[src/rtl/dorq_pkg.sv]
`timescale 1ns / 1ps
`default_nettype none
package dorq_pkg;

  localparam int unsigned QueueDepthDefault = 16;

  typedef enum logic [2:0] {
    ActSubmit   = 3'd0,
    ActCancel   = 3'd1,
    ActTick     = 3'd2,
    ActResult   = 3'd3,
    ActShutdown = 3'd4
  } action_e;

  typedef enum logic [2:0] {
    EvDispatch = 3'd0,
    EvExpired  = 3'd1,
    EvDeliver  = 3'd2,
    EvAbort    = 3'd3,
    EvFlushed  = 3'd4,
    EvReject   = 3'd5,
    EvFinished = 3'd6
  } event_e;

  typedef struct packed {
    logic [2:0]  action;
    logic [15:0] request_tag;
    logic [7:0]  block_type;
    logic [15:0] timeout_ticks;
    logic        at_head;
    logic        end_of_results;
  } req_t;

  typedef struct packed {
    logic [2:0]  event_res;
    logic [15:0] tag_out;
    logic [7:0]  type_out;
    logic [15:0] remaining_ticks;
    logic        last;
  } res_t;

  // One queue entry as held in the entry memory.
  typedef struct packed {
    logic [15:0] tag;
    logic [7:0]  btype;
    logic [31:0] deadline;
  } entry_t;

  localparam int unsigned EntryW = $bits(entry_t);

endpackage
`default_nettype wire

[src/rtl/dorq_entry_ram.sv]
`timescale 1ns / 1ps
`default_nettype none
module dorq_entry_ram
  import dorq_pkg::*;
#(
  parameter int unsigned Depth = QueueDepthDefault,
  localparam int unsigned AW = (Depth > 1) ? $clog2(Depth) : 1
) (
  input  wire logic          clk_i,
  input  wire logic          we_i,
  input  wire logic [AW-1:0] waddr_i,
  input  wire entry_t        wdata_i,
  input  wire logic [AW-1:0] raddr_i,
  output entry_t             rdata_o
);

  entry_t mem [Depth];

  // Write one entry, read one entry with a registered output.
  always_ff @(posedge clk_i) begin
    if (we_i) begin
      mem[waddr_i] <= wdata_i;
    end
    rdata_o <= mem[raddr_i];
  end

endmodule
`default_nettype wire

[src/rtl/deadline_ordered_request_queue_core.sv]
`timescale 1ns / 1ps
`default_nettype none
// Earliest-deadline-first request queue with one running slot. Waiting requests
// sit in a single-write, single-read entry memory of QueueDepth entries, kept in
// queue order, and a sequencer walks that memory one entry per cycle, reading an
// entry and writing it back shifted where needed; a walk that emits events holds
// while an event waits on a stalled result channel. One request is worked at a
// time and the request channel is ready only while the sequencer is idle. A
// shutdown walks every entry and then flushes the running slot; a submit walks
// from the tail to its place; a tick, or a cancel that misses the running
// request, walks the whole queue; a finished iteration dispatches the head and
// shifts the rest down. Events for a request appear in order on the result
// channel, the final one flagged by last.
module deadline_ordered_request_queue_core
  import dorq_pkg::*;
#(
  parameter int unsigned QueueDepth = QueueDepthDefault
) (
  input  wire logic clk_i,
  input  wire logic rst_ni,
  input  wire logic req_valid_i,
  output logic      req_ready_o,
  input  wire req_t req_i,
  output logic      res_valid_o,
  input  wire logic res_ready_i,
  output res_t      res_o
);

  localparam int unsigned AW = (QueueDepth > 1) ? $clog2(QueueDepth) : 1;
  localparam int unsigned CW = $clog2(QueueDepth + 1);
  localparam logic [CW-1:0] DepthC = CW'(QueueDepth);

  typedef enum logic [6:0] {
    StIdle  = 7'b000_0001,
    StScan  = 7'b000_0010, // examine entry at ri
    StIns   = 7'b000_0100, // write new entry
    StDisp  = 7'b000_1000, // head available for dispatch
    StShift = 7'b001_0000, // shift entries down after dispatch
    StFlRun = 7'b010_0000,
    StDone  = 7'b100_0000
  } state_e;

  state_e state_q, state_d;
  req_t   req_q;
  logic [CW-1:0] count_q, count_d;
  logic        run_valid_q, run_valid_d;
  logic [15:0] run_tag_q, run_tag_d;
  logic        run_canc_q, run_canc_d;
  logic [31:0] time_q, time_d;
  // walk pointers: rd index (entry being looked at), wr index (compaction target)
  logic [CW-1:0] ri_q, ri_d, wi_q, wi_d;
  logic        found_q, found_d;
  logic        fwd_q, fwd_d;     // head is the entry just written

  res_t  out_q, out_d;
  logic  out_v_q, out_v_d;
  res_t  pend_q, pend_d;         // newest event, held until the next one is known
  logic  pend_v_q, pend_v_d;

  logic          we;
  logic [AW-1:0] waddr, raddr;
  entry_t        wdata, rdata;

  dorq_entry_ram #(.Depth(QueueDepth)) u_ram (
    .clk_i  (clk_i),
    .we_i   (we),
    .waddr_i(waddr),
    .wdata_i(wdata),
    .raddr_i(raddr),
    .rdata_o(rdata)
  );

  logic [31:0] new_dl, new_rel, rel_rd, head_rel;
  logic        rd_reached, new_before;
  entry_t      new_ent, head;
  logic        out_free, emit_ok;
  assign new_dl     = time_q + {16'd0, req_q.timeout_ticks};
  assign new_rel    = {16'd0, req_q.timeout_ticks};
  assign rel_rd     = rdata.deadline - time_q;
  assign rd_reached = (rel_rd == 32'd0) || rel_rd[31];
  // new goes before rd when key(new) < key(rd); keys are rel + 2^31
  assign new_before = ({~new_rel[31], new_rel[30:0]} < {~rel_rd[31], rel_rd[30:0]});
  assign new_ent    = {req_q.request_tag, req_q.block_type, new_dl};
  assign head       = fwd_q ? new_ent : rdata;
  assign head_rel   = head.deadline - time_q;

  assign out_free = !out_v_q || res_ready_i;
  assign emit_ok  = !pend_v_q || out_free;

  assign req_ready_o = (state_q == StIdle);
  assign res_valid_o = out_v_q;
  assign res_o       = out_q;

  function automatic res_t mk(event_e ev, logic [15:0] tag);
    res_t r;
    r = '0;
    r.event_res = ev;
    r.tag_out = tag;
    return r;
  endfunction

  // Sequence each request through the entry memory.
  always_comb begin
    logic push;
    res_t ev;
    state_d = state_q; count_d = count_q; run_valid_d = run_valid_q;
    run_tag_d = run_tag_q; run_canc_d = run_canc_q; time_d = time_q;
    ri_d = ri_q; wi_d = wi_q; found_d = found_q; fwd_d = fwd_q;
    out_d = out_q; out_v_d = out_v_q && !res_ready_i;
    pend_d = pend_q; pend_v_d = pend_v_q;
    we = 1'b0; waddr = ri_q[AW-1:0]; wdata = rdata;
    push = 1'b0; ev = '0;
    unique case (state_q)
      StIdle: begin
        found_d = 1'b0; fwd_d = 1'b0; wi_d = '0;
        if (req_valid_i) begin
          unique case (req_i.action)
            ActSubmit: begin
              if (count_q >= DepthC) begin
                push = 1'b1; ev = mk(EvReject, req_i.request_tag);
                state_d = StDone;
              end else if (count_q == '0) begin
                ri_d = '0; state_d = StIns;
              end else begin
                ri_d = count_q - CW'(1); state_d = StScan;
              end
            end
            ActCancel: begin
              if (run_valid_q && run_tag_q == req_i.request_tag) begin
                run_canc_d = 1'b1; state_d = StDone;
              end else if (count_q == '0) state_d = StDone;
              else begin ri_d = '0; state_d = StScan; end
            end
            ActTick: begin
              time_d = time_q + 32'd1;
              if (count_q == '0) state_d = StDone;
              else begin ri_d = '0; state_d = StScan; end
            end
            ActResult: begin
              if (!run_valid_q) state_d = StDone;
              else if (!req_i.end_of_results) begin
                push = 1'b1; ev = mk(run_canc_q ? EvAbort : EvDeliver, run_tag_q);
                state_d = StDone;
              end else begin
                if (!run_canc_q) begin
                  push = 1'b1; ev = mk(EvFinished, run_tag_q);
                end
                run_valid_d = 1'b0; run_tag_d = '0; run_canc_d = 1'b0;
                state_d = StDisp;
              end
            end
            ActShutdown: begin
              if (count_q == '0) state_d = StFlRun;
              else begin ri_d = '0; state_d = StScan; end
            end
            default: state_d = StDone;
          endcase
        end
      end
      StScan: begin
        unique case (req_q.action)
          ActSubmit: begin
            // walk down from the tail, shifting entries that sort after new
            if (req_q.at_head || new_before) begin
              we = 1'b1; waddr = AW'(ri_q + CW'(1)); wdata = rdata;
              if (ri_q == '0) state_d = StIns;
              else ri_d = ri_q - CW'(1);
            end else begin
              ri_d = ri_q + CW'(1); state_d = StIns;
            end
          end
          ActCancel: begin
            // drop the first match, close the gap behind it
            if (found_q) begin
              we = 1'b1; waddr = wi_q[AW-1:0]; wi_d = wi_q + CW'(1);
            end else if (rdata.tag == req_q.request_tag) begin
              found_d = 1'b1;
            end else begin
              wi_d = wi_q + CW'(1);
            end
            if (ri_q + CW'(1) >= count_q) begin
              if (found_d) count_d = count_q - CW'(1);
              state_d = StDone;
            end else ri_d = ri_q + CW'(1);
          end
          ActTick: begin
            // expire reached entries, compact the rest; hold while an event waits
            if (!rd_reached || emit_ok) begin
              if (rd_reached) begin
                push = 1'b1; ev = mk(EvExpired, rdata.tag);
              end else begin
                we = 1'b1; waddr = wi_q[AW-1:0]; wi_d = wi_q + CW'(1);
              end
              if (ri_q + CW'(1) >= count_q) begin
                count_d = wi_d; state_d = StDone;
              end else ri_d = ri_q + CW'(1);
            end
          end
          ActShutdown: begin
            if (emit_ok) begin
              push = 1'b1; ev = mk(EvFlushed, rdata.tag);
              if (ri_q + CW'(1) >= count_q) begin
                count_d = '0; state_d = StFlRun;
              end else ri_d = ri_q + CW'(1);
            end
          end
          default: state_d = StDone;
        endcase
      end
      StIns: begin
        we = 1'b1; waddr = ri_q[AW-1:0]; wdata = new_ent;
        count_d = count_q + CW'(1);
        fwd_d = (ri_q == '0);
        state_d = run_valid_q ? StDone : StDisp;
      end
      StDisp: begin
        if (count_q == '0) state_d = StDone;
        else if (emit_ok) begin
          push = 1'b1;
          ev = mk(EvDispatch, head.tag);
          ev.type_out = head.btype;
          ev.remaining_ticks = head_rel[31] ? 16'd0 :
                               (head_rel[31:16] != 16'd0) ? 16'hFFFF : head_rel[15:0];
          run_valid_d = 1'b1; run_tag_d = head.tag; run_canc_d = 1'b0;
          fwd_d = 1'b0;
          if (count_q == CW'(1)) begin
            count_d = '0; state_d = StDone;
          end else begin
            ri_d = CW'(1); state_d = StShift;
          end
        end
      end
      StShift: begin
        // remove the dispatched head: move each entry down by one
        we = 1'b1; waddr = AW'(ri_q - CW'(1)); wdata = rdata;
        if (ri_q + CW'(1) >= count_q) begin
          count_d = count_q - CW'(1); state_d = StDone;
        end else ri_d = ri_q + CW'(1);
      end
      StFlRun: begin
        if (run_valid_q && !run_canc_q) begin
          if (emit_ok) begin
            push = 1'b1; ev = mk(EvFlushed, run_tag_q);
            run_valid_d = 1'b0; run_tag_d = '0; run_canc_d = 1'b0;
            state_d = StDone;
          end
        end else begin
          run_valid_d = 1'b0; run_tag_d = '0; run_canc_d = 1'b0;
          state_d = StDone;
        end
      end
      StDone: begin
        // release the held event as the final one of this request
        if (!pend_v_q) state_d = StIdle;
        else if (out_free) begin
          out_d = pend_q; out_d.last = 1'b1; out_v_d = 1'b1;
          pend_v_d = 1'b0; state_d = StIdle;
        end
      end
      default: state_d = StIdle;
    endcase
    // advance the held event to the output when a newer one arrives
    if (push) begin
      if (pend_v_q) begin
        out_d = pend_q; out_d.last = 1'b0; out_v_d = 1'b1;
      end
      pend_d = ev; pend_v_d = 1'b1;
    end
    if (state_d == StDisp) raddr = '0;
    else raddr = ri_d[AW-1:0];
  end

  // Hold control state.
  always_ff @(posedge clk_i or negedge rst_ni) begin
    if (!rst_ni) begin
      state_q <= StIdle; count_q <= '0; run_valid_q <= 1'b0; run_tag_q <= '0;
      run_canc_q <= 1'b0; time_q <= '0; out_v_q <= 1'b0; pend_v_q <= 1'b0;
      ri_q <= '0; wi_q <= '0; found_q <= 1'b0; fwd_q <= 1'b0;
    end else begin
      state_q <= state_d; count_q <= count_d; run_valid_q <= run_valid_d;
      run_tag_q <= run_tag_d; run_canc_q <= run_canc_d; time_q <= time_d;
      out_v_q <= out_v_d; pend_v_q <= pend_v_d; ri_q <= ri_d; wi_q <= wi_d;
      found_q <= found_d; fwd_q <= fwd_d;
    end
  end

  // Hold payload.
  always_ff @(posedge clk_i) begin
    out_q <= out_d;
    pend_q <= pend_d;
    if (state_q == StIdle && req_valid_i) req_q <= req_i;
  end

endmodule
`default_nettype wire

[config.mk]
export PLATFORM = sky130hd
export DESIGN_NAME = deadline_ordered_request_queue_core
export DESIGN_NICKNAME = d
export VERILOG_FILES = /design/src/rtl/dorq_pkg.sv /design/src/rtl/dorq_entry_ram.sv /design/src/rtl/deadline_ordered_request_queue_core.sv
export SDC_FILE = /design/constraint.sdc
export NUM_CORES = 2
export LEC_CHECK = 0
export BUFFER_PORTS_ARGS = -buffer_cell sky130_fd_sc_hd__clkbuf_2
export CORE_MARGIN = 10
export CORE_UTILIZATION = 55
export DETAILED_ROUTE_END_ITERATION = 10
export GPL_ROUTABILITY_DRIVEN = 0
export MAX_ROUTING_LAYER = met4
export PLACE_DENSITY = 0.82
export SLEW_MARGIN = 20
export SYNTH_ARGS = -nofsm -noshare
export SYNTH_HDL_FRONTEND = slang
export SYNTH_SLANG_ARGS = --single-unit
[constraint.sdc]
create_clock -name clk_i -period 12.8 [get_ports clk_i]
set_input_delay 0.64 -clock clk_i [delete_from_list [all_inputs] [get_ports clk_i]]
set_output_delay 0.64 -clock clk_i [all_outputs]
set_load 0.05 [all_outputs]
==> results.sh <==
export IMPL_track_usage_pct=27.1
export IMPL_yosys_area_top_type_share_pct=59.0
export IMPL_period_share_pct=60.4
export IMPL_grt_max_degree=117
export IMPL_layout_drive_gt1_share_pct=11.9
export IMPL_crit_slowest_cell="a2111oi_0"
export IMPL_final_antenna_net_count=0
export IMPL_synth_top_family_by_area="compound AO/OA/AOI/OAI gates"
export IMPL_finalHoldViolCount=0
export IMPL_syn_area_per_cell_um2=13.0
export IMPL_die_height_um=328
export IMPL_drt_initial_drc_count=6300
export IMPL_ir_drop_mv=0.168
export IMPL_clock_path_buffers=3
export IMPL_synth_xor_area_share_pct=2.36
export IMPL_ys_seq_area_share_pct=64.8
export IMPL_path_delay_family="compound AO/OA/AOI/OAI gates"
export IMPL_slew_headroom_pct=22.3
export IMPL_cts_sinks=1159
export IMPL_path_clk_slew_ns=0.06
export IMPL_rows=112
export IMPL_path_buf_inv=1
export IMPL_yosys_area_share_adder_pct=2.63
export IMPL_synth_common_cells="1027 x edfxtp_1, 409 x nand2_1, 271 x nor2_1"
export IMPL_insertedDiodeCount=0
export IMPL_whs_ns=0.108
export IMPL_cp_data_arrival_time_ns=8.14
export IMPL_cp_start_kind="register"
export IMPL_worstSetupPathType="register to register"
export IMPL_clock_latency_ns=0.71
export IMPL_dr_pass1_iters=8
export IMPL_finalWirelength_um=146000
export IMPL_yosys_most_used_dff="edfxtp_1"
export IMPL_setup_violations=0
export IMPL_crit_path_max_incr_delay_ns=0.49
export IMPL_netlist_area_um2=52200
export IMPL_grt_pass1_vias=35500
export IMPL_cts_setup_buffers=0
export IMPL_cts_repair_resized=0
export IMPL_die_x_um=328
export IMPL_die_area_um2=108000
export IMPL_powerDensity_nw_per_um2=212
export IMPL_synth_simple_area_share_pct=11.1
export IMPL_grt_pass1_wl_um=219000
export IMPL_multi_input_area_um2=17300
export IMPL_fmax_ghz=0.129
export IMPL_synth_compound_area_share_pct=12.0
export IMPL_fill_cells=6618
export IMPL_drc=0
export IMPL_critPathMaxFanout=14
export IMPL_cts_root_buf="clkbuf_16"
export IMPL_fin_nets=4237
export IMPL_fin_crit_ns=7.74
export IMPL_wire_per_inst_um=26.9
export IMPL_cts_buffers=111
export IMPL_cp_end_kind="register"
export IMPL_yosys_top_cells_area="edfxtp_1 59%, dfrtp_1 3.6%, nand2_1 2.9%"
export IMPL_syn_inst=4027
export IMPL_fp_coreArea_um2=93700
export IMPL_drv_slew=0
export IMPL_synth_cell_type_count=96
export IMPL_portBuffers=94
export IMPL_regArea_um2=33900
export IMPL_clock_skew_ns=0.0344
export IMPL_synth_mux_area_share_pct=4.57
export IMPL_leakagePower_nw=19.4
export IMPL_num_io_pins=95
export IMPL_ys_warnings_count=0
export IMPL_initial_utilization_pct=55.7
export IMPL_cts_tree="done"
export IMPL_min_path_type="input pin to register"
export IMPL_antenna_found_initial=0
export IMPL_syn_num_nets=4184
export IMPL_finalPower_mw=12.3
export IMPL_synth_top_cell_by_area="edfxtp_1"
export IMPL_worst_pin_slew_ns=1.16
export IMPL_post_synth_top_count_cell="edfxtp_1"
export IMPL_required_ns=13.20
export IMPL_grt_overflow=0
export IMPL_rsz0062_at_grt="false"
export IMPL_vias=36800
export IMPL_area_delta_synth_final_pct=10.8
export IMPL_drt_vias_per_instance=6.77
export IMPL_synthArstFlopShare_pct=6.56
export IMPL_htreeDepth=3
export IMPL_outcome="completed"
export IMPL_worst_path_most_repeated_cell="a21oi_1"
export IMPL_synth_edff_count=1027
export IMPL_maxCapViolCount=0
export IMPL_setup_tns_ns=0
export IMPL_hpwl_um=81800
export IMPL_ys_ff_latch=1159
==> area by class of cell <==
type / instances / area share (%)
clock buffer: 144 / 5.10
clock inverter: 68 / 1.39
inverter: 85 / 0.564
multi-input combinational: 2560 / 29.9
sequential: 1159 / 58.5
tap: 1254 / 2.71
timing repair buffer: 163 / 1.77
==> worst register-to-register path: cells and delay by family, from the launching register on <==
family / cells / cell delay, ns
simple gates: 5 / 1.05
flops: 1 / 0.46
compound gates: 20 / 4.30
buf+inv: 1 / 0.25
xor+xnor: 1 / 0.19
fa+ha+maj: 3 / 1.17
==> registers in the layout, summed over array words and instances, names as in the netlist, named ones only <==
| signal | cells |
|---|---|
| count_q | 5 |
| time_q | 32 |
| wi_q | 5 |
| req_q | 4 |
| fwd_q | 1 |
| found_q | 1 |
| ri_q | 5 |
| u_ram.rdata_o | 56 |
| state_q | 7 |
| run_tag_q | 16 |
| pend_q | 43 |
| res_valid_o | 1 |
| new_ent | 24 |
| run_valid_q | 1 |
| pend_v_q | 1 |
| run_canc_q | 1 |
| u_ram.mem | 896 |
| new_rel | 16 |
==> cell families after synthesis <==
group / Yosys count
xor+xnor: 141
buf+inv: 308
fa+ha+maj: 108
compound gates: 859
simple gates: 1230
mux: 222
flops: 1159
==> where the power goes <==
part / internal, mW / switching (mW) / leakage [nW]
Combinational: 1.35 / 2.62 / 6.82
Sequential: 4.70 / 0.229 / 10.7
Clock: 1.92 / 1.45 / 1.83
Total: 7.97 / 4.30 / 19.4
==> final timing paths <==
check / start / to / slack, ns / cells after the start
setup / recovery: time_q[0] / pend_q[16] / 5.06 / 30
hold reg to reg: wi_q[4] / wi_q[4] / 0.52 / 1
setup reg to reg: time_q[0] / pend_q[16] / 5.06 / 30
min in group asynchronous: rst_ni / run_tag_q[3] / 0.43 / 2
hold / removal: req_i[19] / new_ent[33] / 0.11 / 1
max in group asynchronous: rst_ni / fwd_q / 11.15 / 3
==> metal layers <==
metal | up-vias | part of all wire [%] | track usage [%]
met5 | - | 0 | -
met4 | 0 | 4.4 | 11.9
met3 | 496 | 14 | 5.28
met2 | 2974 | 45 | 40.8
met1 | 17800 | 37 | 35.9
li1 | 15500 | - | -
==> cells in the final DEF, fill, tap and decap left out, drive strengths merged, types with 29 or more instances in the layout <==
cell type  synthesis  layout
edfxtp          1027    1027
mux2i             92      92
xnor2            125     125
mux2             130     130
a21oi            131     131
o32a              55      55
nor3             148     148
o221ai           170     170
inv               82      87
clkbuf           167     237
dfxtp             56      56
nor2b             74      74
o21ai            175     175
nor2             272     272
nand2            410     410
clkinv             3      45
ha               105     105
nand4             29      29
nand3            118     118
buf               56      69
and2              60      60
o211ai            70      70
a21o              39      39
dfrtp             75      75
==> timing repair <==
action | 4_1_cts | 5_1_grt
hold endpoints to repair | 25 | 0
endpoints found under the setup margin | 0 | 0
hold buffers | 1 | 0
==> per-stage QoR <==
step / utilization (%) / std cells / worst slack, ns / instance area [um^2]
floorplan: - / 4027 / 5.34 / 52200
global placement: 57.6 / 5219 / 5.47 / 54000
detailed placement: 57.7 / 5219 / 5.32 / 54100
CTS: 61.7 / 5432 / 5.28 / 57800
global route: 61.7 / 5433 / 4.62 / 57900
finish: 61.7 / 5433 / 5.06 / 57900
Note: power is estimated with default switching activity, not from simulation.
